## src/hw/rtl/wtf8_to_utf16_decoder_core_macros.svh

```systemverilog
// assertion macros used by the decoder top level
`ifndef WTF8_TO_UTF16_DECODER_CORE_MACROS_SVH
`define WTF8_TO_UTF16_DECODER_CORE_MACROS_SVH

// same-cycle implication, checked outside reset
`define W2U_ASSERT_IMPL(lbl, clk, rst_n, ante, cons, msg) \
  lbl: assert property (@(posedge clk) disable iff (!(rst_n)) (ante) |-> (cons)) \
    else $error(msg);

// next-cycle implication, checked outside reset
`define W2U_ASSERT_NEXT(lbl, clk, rst_n, ante, cons, msg) \
  lbl: assert property (@(posedge clk) disable iff (!(rst_n)) (ante) |=> (cons)) \
    else $error(msg);

`endif

```

## src/hw/rtl/w2u_pkg.sv

```systemverilog
// shared types, constants and helpers of the wtf-8 to utf-16 decoder
`timescale 1ns / 1ps
package w2u_pkg;

  localparam logic [15:0] REPL_UNIT = 16'hFFFD;
  localparam logic [15:0] HIGH_BASE = 16'hD800;
  localparam logic [15:0] LOW_BASE  = 16'hDC00;
  localparam logic [20:0] SUPP_BASE = 21'h10000;

  // window of held bytes plus the new one
  localparam int WIN_DEPTH = 4;

  // command queue between front and back
  localparam int QDEPTH = 4;
  localparam int QPTR_W = $clog2(QDEPTH);
  localparam int QCNT_W = $clog2(QDEPTH + 1);

  // one decoded code point or one error, as handed to the back end
  typedef struct packed {
    logic        repl;   // decoding error, gives the replacement unit
    logic        pair;   // supplementary, val holds code point minus 0x10000
    logic        last;   // last command caused by this byte
    logic        fin;    // byte was the final one of the string
    logic [20:0] val;
  } cmd_t;

  // sequence length from a lead byte, zero for a bad lead
  function automatic logic [2:0] lead_len(input logic [7:0] b);
    logic [2:0] len;
    len = 3'd0;
    if (!b[7]) begin
      len = 3'd1;
    end else if (b[7:5] == 3'b110) begin
      len = 3'd2;
    end else if (b[7:4] == 4'b1110) begin
      len = 3'd3;
    end else if (b[7:3] == 5'b11110) begin
      len = 3'd4;
    end
    return len;
  endfunction

endpackage

```

## src/hw/rtl/w2u_front.sv

```systemverilog
// front end: takes bytes into the window and decodes one sequence per cycle while the queue has room
`timescale 1ns / 1ps
module w2u_front (
  input  logic          clk_i,
  input  logic          rst_ni,
  input  logic          in_valid_i,
  output logic          in_ready_o,
  input  logic [7:0]    in_byte_i,
  input  logic          in_final_i,
  output logic          cmd_valid_o,
  input  logic          cmd_ready_i,
  output w2u_pkg::cmd_t cmd_o
);
  import w2u_pkg::*;

  typedef enum logic {S_IDLE, S_RUN} state_e;

  state_e      state_q, state_d;
  logic [7:0]  win_q [WIN_DEPTH];
  logic [7:0]  win_sh [WIN_DEPTH];
  logic [2:0]  rem_q, rem_d;
  logic        fin_q, fin_d;

  logic [7:0]  b0;
  logic [2:0]  len;
  logic        bad_lead, short_seq, brk, cont_ok, good, pair;
  logic [20:0] cp;
  logic [2:0]  consume;
  logic [2:0]  new_rem;
  logic [2:0]  nlen;
  logic        last;
  logic        accept, step;

  assign b0        = win_q[0];
  assign len       = lead_len(b0);
  assign bad_lead  = (len == 3'd0);
  assign short_seq = !bad_lead && (len > rem_q);
  assign brk       = short_seq && !fin_q;

  always_comb begin
    cont_ok = 1'b1;
    for (int k = 1; k < WIN_DEPTH; k++) begin
      if ((3'(k) < len) && (win_q[k][7:6] != 2'b10)) begin
        cont_ok = 1'b0;
      end
    end
  end

  always_comb begin
    case (len)
      3'd1:    cp = {13'd0, b0};
      3'd2:    cp = {10'd0, b0[4:0], win_q[1][5:0]};
      3'd3:    cp = {5'd0, b0[3:0], win_q[1][5:0], win_q[2][5:0]};
      3'd4:    cp = {b0[2:0], win_q[1][5:0], win_q[2][5:0], win_q[3][5:0]};
      default: cp = 21'd0;
    endcase
  end

  assign good    = !bad_lead && !short_seq && cont_ok;
  assign pair    = good && (cp[20:16] != 5'd0);
  assign consume = good ? len : 3'd1;
  assign new_rem = rem_q - consume;

  always_comb begin
    logic [2:0] idx;
    for (int i = 0; i < WIN_DEPTH; i++) begin
      idx = 3'(i) + consume;
      win_sh[i] = (idx < 3'(WIN_DEPTH)) ? win_q[idx[1:0]] : 8'h00;
    end
  end

  // stop after this command when nothing is left or the next lead must wait
  assign nlen = lead_len(win_sh[0]);
  assign last = (new_rem == 3'd0) ||
                ((nlen != 3'd0) && (nlen > new_rem) && !fin_q);

  assign in_ready_o  = (state_q == S_IDLE);
  assign accept      = in_valid_i && in_ready_o;
  assign cmd_valid_o = (state_q == S_RUN) && !brk;
  assign step        = cmd_valid_o && cmd_ready_i;

  assign cmd_o.repl = !good;
  assign cmd_o.pair = pair;
  assign cmd_o.last = last;
  assign cmd_o.fin  = fin_q;
  assign cmd_o.val  = pair ? (cp - SUPP_BASE) : cp;

  always_comb begin
    state_d = state_q;
    rem_d   = rem_q;
    fin_d   = fin_q;
    case (state_q)
      S_IDLE: begin
        if (accept) begin
          rem_d   = rem_q + 3'd1;
          fin_d   = in_final_i;
          state_d = S_RUN;
        end
      end
      S_RUN: begin
        if (brk) begin
          state_d = S_IDLE;
        end else if (step) begin
          rem_d = new_rem;
          if (last) begin
            state_d = S_IDLE;
          end
        end
      end
      default: state_d = S_IDLE;
    endcase
  end

  always_ff @(posedge clk_i or negedge rst_ni) begin
    if (!rst_ni) begin
      state_q <= S_IDLE;
      rem_q   <= 3'd0;
      fin_q   <= 1'b0;
    end else begin
      state_q <= state_d;
      rem_q   <= rem_d;
      fin_q   <= fin_d;
    end
  end

  // byte window, held bytes sit at the low end
  always_ff @(posedge clk_i) begin
    if (accept) begin
      win_q[rem_q[1:0]] <= in_byte_i;
    end else if (step) begin
      win_q <= win_sh;
    end
  end

endmodule

```

## src/hw/rtl/w2u_cmd_fifo.sv

```systemverilog
// small command queue between the decode front and the unit back end
`timescale 1ns / 1ps
module w2u_cmd_fifo (
  input  logic          clk_i,
  input  logic          rst_ni,
  input  logic          push_valid_i,
  output logic          push_ready_o,
  input  w2u_pkg::cmd_t push_data_i,
  output logic          pop_valid_o,
  input  logic          pop_ready_i,
  output w2u_pkg::cmd_t pop_data_o
);
  import w2u_pkg::*;

  cmd_t              mem_q [QDEPTH];
  logic [QPTR_W-1:0] wr_ptr_q, rd_ptr_q;
  logic [QCNT_W-1:0] count_q;
  logic              push, pop;

  assign push_ready_o = (count_q != QCNT_W'(QDEPTH));
  assign pop_valid_o  = (count_q != '0);
  assign pop_data_o   = mem_q[rd_ptr_q];
  assign push         = push_valid_i && push_ready_o;
  assign pop          = pop_valid_o && pop_ready_i;

  always_ff @(posedge clk_i or negedge rst_ni) begin
    if (!rst_ni) begin
      wr_ptr_q <= '0;
      rd_ptr_q <= '0;
      count_q  <= '0;
    end else begin
      if (push) begin
        wr_ptr_q <= wr_ptr_q + 1'b1;
      end
      if (pop) begin
        rd_ptr_q <= rd_ptr_q + 1'b1;
      end
      if (push && !pop) begin
        count_q <= count_q + 1'b1;
      end else if (pop && !push) begin
        count_q <= count_q - 1'b1;
      end
    end
  end

  always_ff @(posedge clk_i) begin
    if (push) begin
      mem_q[wr_ptr_q] <= push_data_i;
    end
  end

endmodule

```

## src/hw/rtl/w2u_back.sv

```systemverilog
// back end: turns commands into utf-16 units behind an output register
`timescale 1ns / 1ps
module w2u_back (
  input  logic          clk_i,
  input  logic          rst_ni,
  input  logic          cmd_valid_i,
  output logic          cmd_ready_o,
  input  w2u_pkg::cmd_t cmd_i,
  output logic          out_valid_o,
  input  logic          out_ready_i,
  output logic [15:0]   code_unit_o,
  output logic          is_replacement_o,
  output logic          run_last_o,
  output logic          string_end_o
);
  import w2u_pkg::*;

  logic        valid_q;
  logic        half_q;
  logic [15:0] unit_q;
  logic        repl_q, run_last_q, end_q;

  logic        load, final_unit;
  logic [15:0] unit_d;

  assign load = !valid_q || out_ready_i;

  always_comb begin
    final_unit = 1'b1;
    if (cmd_i.repl) begin
      unit_d = REPL_UNIT;
    end else if (cmd_i.pair && !half_q) begin
      unit_d     = HIGH_BASE + {5'd0, cmd_i.val[20:10]};
      final_unit = 1'b0;
    end else if (cmd_i.pair) begin
      unit_d = LOW_BASE + {6'd0, cmd_i.val[9:0]};
    end else begin
      unit_d = cmd_i.val[15:0];
    end
  end

  assign cmd_ready_o = load && final_unit;

  always_ff @(posedge clk_i or negedge rst_ni) begin
    if (!rst_ni) begin
      valid_q <= 1'b0;
      half_q  <= 1'b0;
    end else if (load) begin
      valid_q <= cmd_valid_i;
      if (cmd_valid_i) begin
        half_q <= !final_unit;
      end
    end
  end

  always_ff @(posedge clk_i) begin
    if (load && cmd_valid_i) begin
      unit_q     <= unit_d;
      repl_q     <= cmd_i.repl;
      run_last_q <= final_unit && cmd_i.last;
      end_q      <= final_unit && cmd_i.last && cmd_i.fin;
    end
  end

  assign out_valid_o      = valid_q;
  assign code_unit_o      = unit_q;
  assign is_replacement_o = repl_q;
  assign run_last_o       = run_last_q;
  assign string_end_o     = end_q;

endmodule

```

## src/hw/rtl/wtf8_to_utf16_decoder_core.sv

```systemverilog
// top level of the streaming wtf-8 to utf-16 decoder
`timescale 1ns / 1ps
`include "wtf8_to_utf16_decoder_core_macros.svh"
// Streaming WTF-8 to UTF-16 decoder. Bytes of a string come in one per
// request on the slave side, tlast marking the final byte; UTF-16 code units
// leave one per request on the master side. Bad leads, bad continuations
// and sequences cut short by the end of the string give 0xFFFD, after which
// only the lead byte is dropped and the following bytes are decoded again.
// Overlong forms and encoded surrogates pass through. A byte that only
// extends a held sequence gives no unit. A byte is taken in while the front
// end is idle; the front end then decodes the sequences and errors that the
// byte releases, one per cycle while the queue has room, before it takes the
// next byte. A four-entry command queue lets the front run ahead while the
// output waits; the back end sends one unit a cycle while the output is
// ready and a command queued, a surrogate pair giving high then low units.
module wtf8_to_utf16_decoder_core (
  input  logic        clk_i,
  input  logic        rst_ni,
  // input bytes
  input  logic        s_axis_tvalid,
  output logic        s_axis_tready,
  input  logic [7:0]  s_axis_tdata,   // [7:0] in_byte
  input  logic        s_axis_tlast,   // in_final
  // output code units
  output logic        m_axis_tvalid,
  input  logic        m_axis_tready,
  output logic [15:0] m_axis_tdata,   // [15:0] code_unit
  output logic [1:0]  m_axis_tuser,   // [0] is_replacement, [1] run_last
  output logic        m_axis_tlast    // string_end
);
  import w2u_pkg::*;

  // front to queue
  logic cmd_push_valid, cmd_push_ready;
  cmd_t cmd_push;
  // queue to back
  logic cmd_pop_valid, cmd_pop_ready;
  cmd_t cmd_pop;

  logic is_repl, run_last, string_end;

  // classify and decode, one sequence per cycle while the queue has room
  w2u_front u_front (
    .clk_i       (clk_i),
    .rst_ni      (rst_ni),
    .in_valid_i  (s_axis_tvalid),
    .in_ready_o  (s_axis_tready),
    .in_byte_i   (s_axis_tdata),
    .in_final_i  (s_axis_tlast),
    .cmd_valid_o (cmd_push_valid),
    .cmd_ready_i (cmd_push_ready),
    .cmd_o       (cmd_push)
  );

  // decouples decode from output backpressure
  w2u_cmd_fifo u_fifo (
    .clk_i        (clk_i),
    .rst_ni       (rst_ni),
    .push_valid_i (cmd_push_valid),
    .push_ready_o (cmd_push_ready),
    .push_data_i  (cmd_push),
    .pop_valid_o  (cmd_pop_valid),
    .pop_ready_i  (cmd_pop_ready),
    .pop_data_o   (cmd_pop)
  );

  // splits pairs and drives the output register
  w2u_back u_back (
    .clk_i            (clk_i),
    .rst_ni           (rst_ni),
    .cmd_valid_i      (cmd_pop_valid),
    .cmd_ready_o      (cmd_pop_ready),
    .cmd_i            (cmd_pop),
    .out_valid_o      (m_axis_tvalid),
    .out_ready_i      (m_axis_tready),
    .code_unit_o      (m_axis_tdata),
    .is_replacement_o (is_repl),
    .run_last_o       (run_last),
    .string_end_o     (string_end)
  );

  assign m_axis_tuser = {run_last, is_repl};
  assign m_axis_tlast = string_end;

  // a taken byte always sends the front into decoding before it takes another byte
  `W2U_ASSERT_NEXT(a_busy_after_accept, clk_i, rst_ni, s_axis_tvalid && s_axis_tready, !s_axis_tready, "front took a byte without decoding it")
  // error units carry the replacement value
  `W2U_ASSERT_IMPL(a_repl_value, clk_i, rst_ni, m_axis_tvalid && is_repl, m_axis_tdata == REPL_UNIT, "replacement flag on a non-replacement unit")
  // the end of a string is also the end of its byte's run
  `W2U_ASSERT_IMPL(a_end_is_run_last, clk_i, rst_ni, m_axis_tvalid && string_end, run_last, "string end without run last")

endmodule
```

## config.mk

```make
export PLATFORM = sky130hd
export DESIGN_NAME = wtf8_to_utf16_decoder_core
export DESIGN_NICKNAME = d
export VERILOG_FILES = /design/src/hw/rtl/w2u_pkg.sv /design/src/hw/rtl/w2u_front.sv /design/src/hw/rtl/w2u_cmd_fifo.sv /design/src/hw/rtl/w2u_back.sv /design/src/hw/rtl/wtf8_to_utf16_decoder_core.sv
export VERILOG_INCLUDE_DIRS = /design/src /design/src/hw/rtl
export SDC_FILE = /design/constraint.sdc
export NUM_CORES = 1
export LEC_CHECK = 0
export BUFFER_PORTS_ARGS = -buffer_cell sky130_fd_sc_hd__buf_2
export CORE_MARGIN = 1
export CORE_UTILIZATION = 40
export CTS_CLUSTER_SIZE = 28
export DETAILED_ROUTE_END_ITERATION = 7
export PLACE_DENSITY_LB_ADDON = 0.2
export SLEW_MARGIN = 30
export SYNTH_ARGS = -nofsm -noshare
export SYNTH_HDL_FRONTEND = slang
export SYNTH_SLANG_ARGS = --single-unit
```

## constraint.sdc

```tcl
create_clock -name clk_i -period 5 [get_ports clk_i]
set_clock_uncertainty 0.15 [all_clocks]
set_input_delay 1 -clock clk_i [delete_from_list [all_inputs] [get_ports clk_i]]
set_output_delay 1 -clock clk_i [all_outputs]
set_load 0.02 [all_outputs]
```

### Word-level counts from Yosys, hierarchy flattened

Memories as Yosys holds them, arrays and structs flattened.
Cells that the tools add are included.

| operators by class | value |
|---|---|
| add/sub/neg operators | 12 |
| muxes and demuxes | 52 |
| equality and inequality tests | 17 |
| bitwise operators | 6 |
| reduce and logical (&&, ||, !) cells | 44 |
| $lt $le $gt $ge | 15 |
| shifts and indexed selects | 0 |
| divide/modulo/power cells | 0 |
| multiply operators | 0 |

Operators by type and width:

| kind | number |
|---|---|
| $mux 8 | 13 |
| $pmux 21 s4 | 1 |
| $bmux 8 s2 | 4 |
| $mux 32 | 2 |
| $mux 3 | 14 |
| $bwmux 32 | 1 |
| $mux 16 | 2 |
| $logic_and 1x1->1 | 22 |
| $mux 21 | 1 |
| $sub 21x17->21 const B | 1 |
| $add 15x11->16 const A | 1 |
| $add 15x12->16 const A | 1 |
| $demux 8 s2 | 1 |
| $ge 3x3->1 const B | 5 |
| $not 2->3 | 5 |
| $lt 3x3->1 const B | 4 |
| $mux 1 | 11 |
| $eq 5x5->1 const B | 2 |
| $logic_not 1->1 | 10 |
| $ne 2x2->1 const B | 5 |
| $eq 3x3->1 const B | 3 |
| $eq 4x4->1 const B | 2 |
| $add 2x3->3 const A | 2 |
| $add 3x1->3 const B | 2 |
| 22 further kinds | 31 |

| storage, ports and cells | value |
|---|---|
| memories kept | 1 |
| bits of input ports | 13 |
| output and inout port bits | 21 |
| bits in latches | 0 |
| memory bits (writable) | 100 |
| ROM bits | 0 |
| flip-flop bits (word level) | 65 |
| logic and storage cells | 163 |

Memories:

| name | words | bits a word | read ports | clocked after memory_dff | wr ports | line | text |
|---|---|---|---|---|---|---|---|
| u_fifo.mem_q | 4 | 25 | 1 | 0 | 1 | w2u_cmd_fifo.sv:15 | `cmd_t mem_q [QDEPTH];` |

### Longest topological paths before layout

| logic depth | value |
|---|---|
| depth after elaboration | 30 |
| mapped depth | 22 |
| mapped depth without buffers | 19 |

### Modules after synthesis

Synthesis repeated with hierarchy kept, for this count alone.

| second synthesis, totals | value |
|---|---|
| cell total of the unflattened synthesis | 615 |
| area, all modules | 8438.1 um^2 |

Modules (own cells, without submodules):

| module | seq. area each (um^2) | times used | cells an instance | area each (um^2) |
|---|---|---|---|---|
| w2u_cmd_fifo | 3178.0 | 1 | 166 | 4065.1 |
| w2u_front | 1086.0 | 1 | 375 | 3414.5 |
| w2u_back | 620.6 | 1 | 72 | 943.4 |
| wtf8_to_utf16_decoder_core | 0.0 | 1 | 2 | 15.0 |

### Worst setup path before layout

Ideal clock, no wire load.

| timing | value |
|---|---|
| path kind | reg2reg |
| start point | reg u_front.win_q, in the netlist u_front.b0[4] |
| end point | reg u_front.state_q |
| library setup time | 141 ps |
| path slack | 240 ps |
| buffers on the path | 4 |
| required time | 4709 ps |
| cell stages (with the launch flop) | 22 |
| period minus slack after synthesis | 4760 ps |
| data arrival time | 4469 ps |
| cells stage by stage | edfxtp_1 > buf_4 > nand3_2 > nor3b_2 > clkbuf_1 > ha_1 > and3b_1 > o21ai_4 > o211ai_4 > or2_1 > buf_6 > buf_6 > ha_1 > fa_1 > xnor2_1 > xnor2_1 > ha_1 > a21oi_1 > a311oi_1 > nand2_1 > o21ai_1 > a22oi_1 |

RTL lines:

| item | line | text |
|---|---|---|
| from (decl) | w2u_front.sv:19 | `logic [7:0] win_q [WIN_DEPTH];` |
| from (signal, indexed assignment) | w2u_front.sv:129 | `win_q[rem_q[1:0]] <= in_byte_i;` |
| from (signal assigned) | w2u_front.sv:131 | `win_q <= win_sh;` |
| to (signal assigned) | w2u_front.sv:120 | `state_q <= state_d;` |
| to (decl) | w2u_front.sv:18 | `state_e state_q, state_d;` |

==> qor.yml <==
clock_tree:
  clock_sinks: 165
  clk_pin_slew_ns: 0.07
  cts_tree: "built"
  cts_made_buffers: 17
  clock_path_buffers: 2
  clock-root-buffer: "clkbuf_16"
  postCtsSetupBuffers: 0
  cts_resized: 0
  postCtsHoldBufs: 0
  clkLatencyLatePin_ns: 0.42
  h-tree-depth: 4
global_route:
  groute.usage.overall: 0.188
  grt_pass1_wl_um: 28500
  grt_use_met2: 0.305
  grt_pass1_vias: 5042
  grt_max_degree: 28
  met3_usage: 0.0374
  antenna_found_initial: 0
  busiest_layer: "met2"
  grt.met1_usage: 0.250
  gr-total-overflow: 0
critical_path:
  path_max_fanout: 12
  r2r_start: "u_front.b0[5]$_DFFE_PP_"
  crit_type: "reg2reg"
  crit_arrival_ns: 4.82
  cp-end-kind: "flip-flop"
  crit_required_ns: 5.14
  r2r_cells: 16
  crit_path_start: "u_front.b0[5]$_DFFE_PP_"
  crit_path_start_kind: "flip-flop"
timing:
  worstMarginPinSlew_ns: 0.853
  grt_setup_unrepaired: "false"
  final_hold_viol_count: 0
  setup_viol: 0
  worst_slack_ns: 0.317
  slew_headroom: 0.431
  fin_crit_ns: 4.68
  fin_crit_sh: 0.937
  tns_ns: 0
  final_max_slew_viol_count: 0
  fmax_mhz: 214
detailed_routing:
  route.vias.total: 4789
  wl_per_cell_um: 19.9
  final_antenna_net_count: 0
  finalWirelength_um: 17600
  dr.pass1.iters: 5
  vias_per_cell: 5.42
  drc: 0
  first_iter_violations: 287
floorplanning:
  fp.dieW_um: 144
  rows: 51
  fp.dieH_um: 144
  io_pins: 34
  start_util: 0.413
  fp.dieArea_mm2: 0.0209
  coreArea_mm2: 0.0197
placed_design:
  gp_congestion: 0.863
  pre_cts_ws_ns: 0.333
  port_buffers: 33
  hpwlAfterDp_um: 12400
run:
  maxCapViolations: 0
finish:
  nets: 641
  num_antenna_cells: 0
  drive_above_1_share: 0.197
  syn2layout_area_growth_pct: 12.1
logic_synthesis:
  yosysWarnings: 0
  synth_edf_count: 151
  yosys_register_bits: 165
  synth_fp_nets: 611
  yosysSeqAreaShare: 0.602
  syn_inst: 576
  yosys_most_used_dff: "edfxtp_1"
  syn_avg_cell_area_um2: 14.1
  ys_types: 65
  synthArstFlopShare: 0.0848
  netlist_area_mm2: 0.00812
status:
  status: "finished, final reports clean"
worst_hold_path:
  hp-class: "in2async"
==> cell usage after synthesis, types with 7 or more instances <==
library cell | instances | area, µm²
nor2_1 | 21 | 78.8
buf_2 | 7 | 35.0
nand2_1 | 62 | 233
mux4_2 | 24 | 541
dfrtp_1 | 14 | 350
ha_1 | 20 | 250
xnor2_1 | 8 | 70.1
o21ai_0 | 17 | 85.1
clkbuf_1 | 14 | 52.6
mux2i_1 | 44 | 440
nand3_1 | 11 | 55.1
edfxtp_1 | 151 | 4530
and2_1 | 10 | 62.6
inv_1 | 22 | 82.6
a21oi_1 | 18 | 90.1
a22o_1 | 22 | 193
==> cells by family after synthesis <==
kind of cell | share of synthesized area
AOI/OAI and AO/OA | 0.105
muxes | 0.128
DFF | 0.602
adders and majority gates | 0.0357
and+or+nand+nor | 0.0801
xor gates and xnor gates | 0.0129
buffers and inverters | 0.0373
==> worst paths after layout <==
check,end,slack [ns]
max,u_front.state_q$_DFF_PN0_,0.32
min,u_back.out_valid_o$_DFFE_PN0N_,0.33
max reg2reg,u_front.state_q$_DFF_PN0_,0.32
min reg2reg,u_fifo.count_q[2]$_DFFE_PN0P_,0.39
max in group asynchronous,u_fifo.rd_ptr_q[1]$_DFFE_PN0P_,4.10
min in group clk_i,u_fifo.count_q[2]$_DFFE_PN0P_,0.39
==> layer usage <==
layer	part of all wire	vias up	wire length [µm]
li1	-	2268	-
met5	0	-	0
met2	0.48	112	8450
met4	0.018	0	309
met3	0.033	21	585
met1	0.47	2388	8250
==> cell usage in the layout, fill, tap and decap left out, types with 20 or more instances in the layout <==
cell / count
inv_1: 22
buf_2: 33
edfxtp_1: 151
a22o_1: 22
mux2i_1: 44
nand2_1: 62
ha_1: 20
mux4_2: 24
nor2_1: 21
==> state kept, by name, summed over array words and instances, names as in the netlist <==
register	count
u_front.b0	8
u_back.run_last_o	1
u_fifo.count_q	3
u_back.out_valid_o	1
u_fifo.wr_ptr_q	2
u_back.code_unit_o	16
u_back.half_q	1
u_front.win_q	24
u_front.rem_q	3
u_fifo.mem_q	100
u_front.fin_q	1
u_back.string_end_o	1
u_back.is_replacement_o	1
u_fifo.rd_ptr_q	2
u_front.state_q	1
==> cell type report <==
| cell class | count | area [µm²] |
|---|---|---|
| Clock buffer | 18 | 429 |
| Clock inverter | 13 | 149 |
| Fill cell | 1792 | 10600 |
| Inverter | 24 | 97.6 |
| Multi-Input combinational cell | 351 | 2940 |
| Sequential cell | 165 | 4880 |
| Tap cell | 265 | 332 |
| Timing Repair Buffer | 47 | 270 |
==> per-stage QoR <==
step	cell area, µm²	cells	util	hold slack [ns]
after floorplan	8120	576	-	0.334
after global placement	8500	849	0.432	0.376
after detailed placement	8500	849	0.432	0.388
after CTS	9080	880	0.462	0.326
after global routing	9100	883	0.463	0.338
final	9100	883	0.463	0.333
==> worst max-delay path, stage by stage, from the launching register on <==
cell and delay, ns:
edfxtp_1 0.63, nand3_2 0.14, nor3b_2 0.25, ha_1 0.29, and3b_1 0.22, o21ai_4 0.24, o211ai_4 0.17, or2_1 0.26
ha_1 0.20, fa_1 0.38, xnor2_1 0.15, xnor2_1 0.29, ha_1 0.30, a311oi_1 0.38, nand2_1 0.09, o21ai_1 0.29
a22oi_1 0.11
Power is left out: the tool's default activity adds up to more than one toggle a clock period on the data nets, which glitch-free logic cannot reach.
